[src/rtl/core/mnsm_pkg.sv]
// mnsm_pkg: shared sizes, message codes and controller/datapath interface types
// for the midi note state matrix; no dependencies
package mnsm_pkg;

  // table dimensions
  localparam int CHANNELS   = 16;
  localparam int NOTES      = 128;
  localparam int COUNT_BITS = 8;

  localparam int DEPTH    = CHANNELS * NOTES;
  localparam int ADDR_W   = (DEPTH > 1) ? $clog2(DEPTH) : 1;
  localparam int CH_IDX_W = (CHANNELS > 1) ? $clog2(CHANNELS) : 1;

  localparam int COUNT_TOP  = (1 << COUNT_BITS) - 1;
  localparam int CHAN_TOT_W = $clog2(NOTES * COUNT_TOP + 1);
  localparam int GRAND_W    = $clog2(CHANNELS * NOTES * COUNT_TOP + 1);

  // fixed field widths
  localparam int STATUS_W = 8;
  localparam int DATA_W   = 7;
  localparam int KIND_W   = 4;
  localparam int CHAN_W   = 4;
  localparam int NOTE_OUT_W  = 8;
  localparam int CHAN_OUT_W  = 15;
  localparam int TOTAL_OUT_W = 19;

  // midi message kinds (status high nibble)
  localparam logic [KIND_W-1:0] KIND_NOTE_OFF = 4'h8;
  localparam logic [KIND_W-1:0] KIND_NOTE_ON  = 4'h9;
  localparam logic [KIND_W-1:0] KIND_CTRL     = 4'hB;

  // controller numbers
  localparam logic [DATA_W-1:0] CC_DAMPER  = 7'd64;
  localparam logic [DATA_W-1:0] CC_ALL_OFF = 7'd123;
  localparam int DAMPER_BIT = 6;

  // how the controller must treat an incoming item
  typedef enum logic [1:0] {
    CLS_EXEC,
    CLS_ALL_OFF,
    CLS_CLEAR_ALL
  } item_class_t;

  // commands from controller to datapath
  typedef struct packed {
    logic load_item;
    logic sweep_start_all;
    logic sweep_start_chan;
    logic sweep_step;
    logic exec;
    logic finish_clear;
  } ctrl_cmd_t;

  // status from datapath to controller
  typedef struct packed {
    item_class_t cls;
    logic        sweep_done;
    logic        out_free;
  } dp_status_t;

endpackage

[src/rtl/core/mnsm_ctrl.sv]
// mnsm_ctrl: sequencing state machine for the note state matrix
// depends on mnsm_pkg for command and status types
module mnsm_ctrl (
  input  logic                  clk,
  input  logic                  rst,
  input  logic                  in_valid,
  output logic                  in_ready,
  input  mnsm_pkg::dp_status_t  status,
  output mnsm_pkg::ctrl_cmd_t   cmd
);
  import mnsm_pkg::*;

  typedef enum logic [1:0] {
    ST_SWEEP,
    ST_IDLE,
    ST_EXEC,
    ST_FINISH
  } state_t;

  state_t state;
  state_t state_next;
  logic   report;
  logic   report_next;
  logic   accept;

  assign accept = in_valid && in_ready;

  // next state and commands
  always_comb begin
    state_next  = state;
    report_next = report;
    cmd         = '0;
    unique case (state)
      ST_IDLE: begin
        if (accept) begin
          cmd.load_item = 1'b1;
          case (status.cls)
            CLS_CLEAR_ALL: begin
              cmd.sweep_start_all = 1'b1;
              report_next         = 1'b1;
              state_next          = ST_SWEEP;
            end
            CLS_ALL_OFF: begin
              cmd.sweep_start_chan = 1'b1;
              report_next          = 1'b1;
              state_next           = ST_SWEEP;
            end
            default: begin
              state_next = ST_EXEC;
            end
          endcase
        end
      end
      ST_EXEC: begin
        if (status.out_free) begin
          cmd.exec   = 1'b1;
          state_next = ST_IDLE;
        end
      end
      ST_SWEEP: begin
        cmd.sweep_step = 1'b1;
        if (status.sweep_done) begin
          state_next = report ? ST_FINISH : ST_IDLE;
        end
      end
      ST_FINISH: begin
        if (status.out_free) begin
          cmd.finish_clear = 1'b1;
          report_next      = 1'b0;
          state_next       = ST_IDLE;
        end
      end
      default: begin
        state_next = ST_IDLE;
      end
    endcase
  end

  // state and registered ready; reset starts the table clearing sweep
  always_ff @(posedge clk) begin
    if (rst) begin
      state    <= ST_SWEEP;
      report   <= 1'b0;
      in_ready <= 1'b0;
    end else begin
      state    <= state_next;
      report   <= report_next;
      in_ready <= (state_next == ST_IDLE);
    end
  end

endmodule

[config.mk]
export PLATFORM = sky130hd
export DESIGN_NAME = mnsm_ctrl
export DESIGN_NICKNAME = d
export VERILOG_FILES = /design/src/rtl/core/mnsm_pkg.sv /design/src/rtl/core/mnsm_ctrl.sv
export SDC_FILE = /design/constraint.sdc
export NUM_CORES = 1
export LEC_CHECK = 0
export ABC_CLOCK_PERIOD_IN_PS = 1700
export BUFFER_PORTS_ARGS = -buffer_cell sky130_fd_sc_hd__buf_4
export CAP_MARGIN = 20
export CORE_AREA = 2 2 39 41
export DETAILED_ROUTE_END_ITERATION = 8
export DIE_AREA = 0 0 41 43
export PLACE_DENSITY = 0.49
export SETUP_SLACK_MARGIN = 0.4
export SLEW_MARGIN = 30
export SYNTH_ARGS = -nofsm -noshare
export SYNTH_HDL_FRONTEND = slang
export SYNTH_SLANG_ARGS = --single-unit
[constraint.sdc]
create_clock -name clk -period 1.7 [get_ports clk]
set_input_delay 0.51 -clock clk [delete_from_list [all_inputs] [get_ports clk]]
set_output_delay 0.51 -clock clk [all_outputs]
set_load 0.03 [all_outputs]
; ---- After elaboration in Yosys (flattened, before gate mapping)
; Index checks and enable logic that the tools add are counted.
[classes]
div_mod_pow = 0
reduce_logical = 6
shifts = 0
eq_ne = 9
order_cmp = 0
bitwise_logic = 0
mux = 18
multipliers = 0
add_sub_neg = 0
[ops]
columns = op, count
row1 = $mux 2, 5
row2 = $mux 1, 9
row3 = $eq 2x1->1 const B, 3
row4 = $eq 2x2->1 const B, 3
row5 = $mux 3, 2
row6 = $ne 2x2->1 const B, 3
row7 = $pmux 2 s3, 1
row8 = $reduce_and 4->1, 1
row9 = $reduce_or 2->1, 2
row10 = $logic_not 2->1, 1
row11 = $pmux 1 s2, 1
row12 = $reduce_bool 2->1, 1
row13 = $logic_and 1x1->1, 1
[totals]
mem_count = 0
mem_bits_ro = 0
latchBits = 0
input_bits = 7
wordCells = 36
ff_bits = 4
ram_bits = 0

; ---- Depth between registers and ports, before layout
[logic_depth]
word_depth = 6
ltp_mapped = 5
depth_no_buf = 5

; ---- Worst setup path after synthesis
; OpenSTA, ideal clock, no wires.
[synth_path]
path_kind = flip-flop to output port
startpoint = register in_ready
endpoint = output cmd[3] (netlist bit)
setup_slack_ns = 0.075
t_required_ns = 1.190
path_stages_with_launch = 4
arrival_ns = 1.115
cell_sequence = dfxtp_1 and4b_1 buf_6 and2_2
[synth_lines]
columns = element, line_no
row1 = from (decl), mnsm_ctrl.sv:7  ; output logic in_ready,
row2 = from (signal assigned), mnsm_ctrl.sv:88  ; in_ready <= (state_next == ST_IDLE);
row3 = to (decl), mnsm_ctrl.sv:9  ; output mnsm_pkg::ctrl_cmd_t cmd

==> metrics.md <==
| Metric | Value |
|---|---|
| TritonCTS clock tree | built |
| Port Buf Inserts | 13 |
| Die Y | 43 µm |
| GPL Wtd Cong | between 0.7 and 0.8 |
| Syn Inst Count | 28 |
| Initial antenna violation count | 0 |
| Total CTS buffers | 3 |
| Initial Utilization | 17.1% |
| Ys Warns | 0 |
| Grt total ovfl | 0 |
| Seq cells post-synth | 4 |
| Slowest CP cell | dfxtp_4 |
| Period utilization | 97.6% |
| Number of synthesized flops with an enable pin | 0 |
| Cell Area, Synth | between 200 and 250 µm² |
| Core region area | 1380 µm² |
| Largest net degree at the start of global routing | 6 |
| Met1 Use GR | 10.4% |
| Syn avg cell area | 8.45 µm² |
| Relative slew slack | 76.4% |
| Detail Placement HPWL | 497 µm |
| Syn nets | 37 |
| Fin. max-slew vios | 0 |
| Setup TNS | 0 ps |
| Met2 usage | between 10% and 20% |
| Reg-to-Reg End | state[1]$_SDFF_PP0_ |
| Max Clk Rate | 603 MHz |
| Crit Path Category | reg -> out |
| RSZ-0062 raised after global routing | yes |
| Layout cells sized above 1 | 65.3% |
| Top Ports | 14 |
| CP Capture Type | output pin |
| Commonest cells in the netlist | 5 x inv_1, 4 x dfxtp_1, 3 x nor2_1 |
| Clk_skew | slightly below 2 ps |
| First DRT Iteration DRCs | 7 |
| Post-cts hold buffer count | 0 |
| # clock sinks | 4 |
| Die area | about 1800 µm² |
| Crit path DAT | 1150 ps |
| Hold Crit Class | in -> reg |
| Worst Setup SP | state[1]$_SDFF_PP0_ |
| Worst setup path endpoint | cmd[4] |
| Clk root buf | clkbuf_4 |
| FF-to-FF setup slack | 440 ps |
| Number of diodes | 0 |
| 1st-pass router iterations | 4 |
| Worst Max-Slew Pin Slew | 352 ps |
| Total Wirelength | 656 µm |
| Post-route ant nets | 0 |
| DR vias | 273 |
| Drt drc | 0 |
| Max-cap viol count | 0 |
| Crit-path cells | and4b_2 > and2_4 > buf_6 |
| Pwr dens | 632 nW/µm² |
| Vias in the first global route | 267 |
| Insertion delay to the later sink of the worst-skew pair | 240 ps |
| Outcome | completed |
| Max clock buf depth | 2 |
| Leading area contributor after synthesis | dfxtp_1 |
| Final setup vio count | 0 |
| R2r startpoint | state[1]$_SDFF_PP0_ |
| Synth top area cells | dfxtp_1 34%, ha_1 11%, inv_1 7.9% |
| Worst-path clk slew | around 40 ps |
| H-tree levels | 1 |
| Most common cell in the synthesized netlist | inv_1 |
| Slowest Stage Delay on Critical Path | approximately 330 ps |
| Met3 usage | ~3.1% |
| Ys async rst share | 0% |
| Worst Path Required | roughly 1200 ps |
| Part of the Yosys area used for sequential elements | roughly a third |
| Crit Path Max Fanout | 4 |
| Cell Rows | 14 |
| Worst VDD drop | 228 µV |
| First-pass GRT wire length | 1030 µm |
| NumNets Final | 60 |
| DR WL/cell | 10.1 µm |
| Count of cell types in the netlist | 16 |
| Total power | between 0.3 and 0.4 mW |
| GRT Util Overall | under 10% |
| Synth-to-layout area growth | 102% |
| R2R depth | 5 |
| Primary FF master, synth | dfxtp_1 |
| Synth top area share | 33.9% |
| Most used routing layer | met2 |
| Tmin final | 1660 ps |
| LEAKAGE | 0.249 nW |
| Detail-routed via count per cell | 4.20 |
| Chip Width | 41 µm |
| CP startpoint kind | flop |
| Hold Fails Final Rpt | 0 |
[worst min path at each step]
stage | depth (start not counted) | end | slack [ps] | start
CTS | 2 | in_ready$_SDFF_PP0_ | 450 | rst
global route | 2 | in_ready$_SDFF_PP0_ | 470 | rst
global placement | 2 | report$_SDFFE_PP0P_ | 510 | report$_SDFFE_PP0P_
detailed placement | 2 | report$_SDFFE_PP0P_ | 520 | report$_SDFFE_PP0P_
floorplan | 2 | report$_SDFFE_PP0P_ | 480 | report$_SDFFE_PP0P_
finish | 2 | in_ready$_SDFF_PP0_ | 450 | rst
[sequential cells by signal, indices dropped and copies added (netlist names)]
name      flops
in_ready      1
report        1
state         2
[placed cells by master, fill, tap and decap left out]
cell type and instances:
and4b_2 1, o21ba_1 1, nor2_4 3, nand2_4 1, dfxtp_4 1, a211oi_1 1, ha_1 2, a21oi_1 1
a32o_1 1, nor4_1 1, buf_6 7, dfxtp_2 2, nor2b_1 1, clkbuf_4 3, dfxtp_1 1, and2_1 1
nor3_1 2, buf_4 12, and2_4 2, inv_1 5
[report_power, final]
group	switching, mW	internal, mW	leakage (nW)	total, mW
sequential	0.00299	0.0995	0.0341	0.103
clock	0.0438	0.0793	0.0138	0.123
combinational	0.0383	0.0374	0.201	0.0756
[cells by family after synthesis]
kind of cell / synth area share [%]
adders and majority gates: 10.6
buffers and inverters: 12.7
AOI/OAI and AO/OA: 13.8
and+or+nand+nor: 29.1
DFF: 33.9
[critical path: cells and delay by family, from the launching register on]
kind	cells	cell delay (ps)
and+or+nand+nor	2	460
DFF	1	330
buffers and inverters	1	120
[metrics by stage]
| stage | instance area (µm²) | std cells | setup slack [ps] | hold slack, ps | util (%) |
|---|---|---|---|---|---|
| global route | 477 | 65 | 16.1 | 466 | 34.4 |
| global placement | 379 | 58 | 70.3 | 510 | 27.4 |
| detailed placement | 379 | 58 | 46.8 | 521 | 27.4 |
| floorplan | 258 | 28 | 147 | 483 | - |
| finish | 477 | 65 | 40.5 | 453 | 34.4 |
| CTS | 445 | 63 | 16.6 | 449 | 32.2 |
[final cells by class]
class                   instances  area (µm²)
flip-flops and latches          4        86.3
repair buffers                 19         169
clock buffers                   3        22.5
multi-input cells              18         160
fillers                       155         907
well taps                      16        20.0
inverters                       5        18.8
[what timing repair did]
action | 4_1_cts | 5_1_grt
endpoints found under the setup margin | 6 | 6
pin swaps | 2 | 3
buffers inserted | 2 | 2
resized for setup | 9 | 5
endpoints found under the hold margin | 0 | 0
[per-layer routing]
layer	vias to the layer above	share of wire [%]
met5	-	0
met4	0	2.1
met3	2	6.1
met2	8	54
met1	126	38
li1	137	-
No activity file was read; power rests on OpenSTA's default activity.
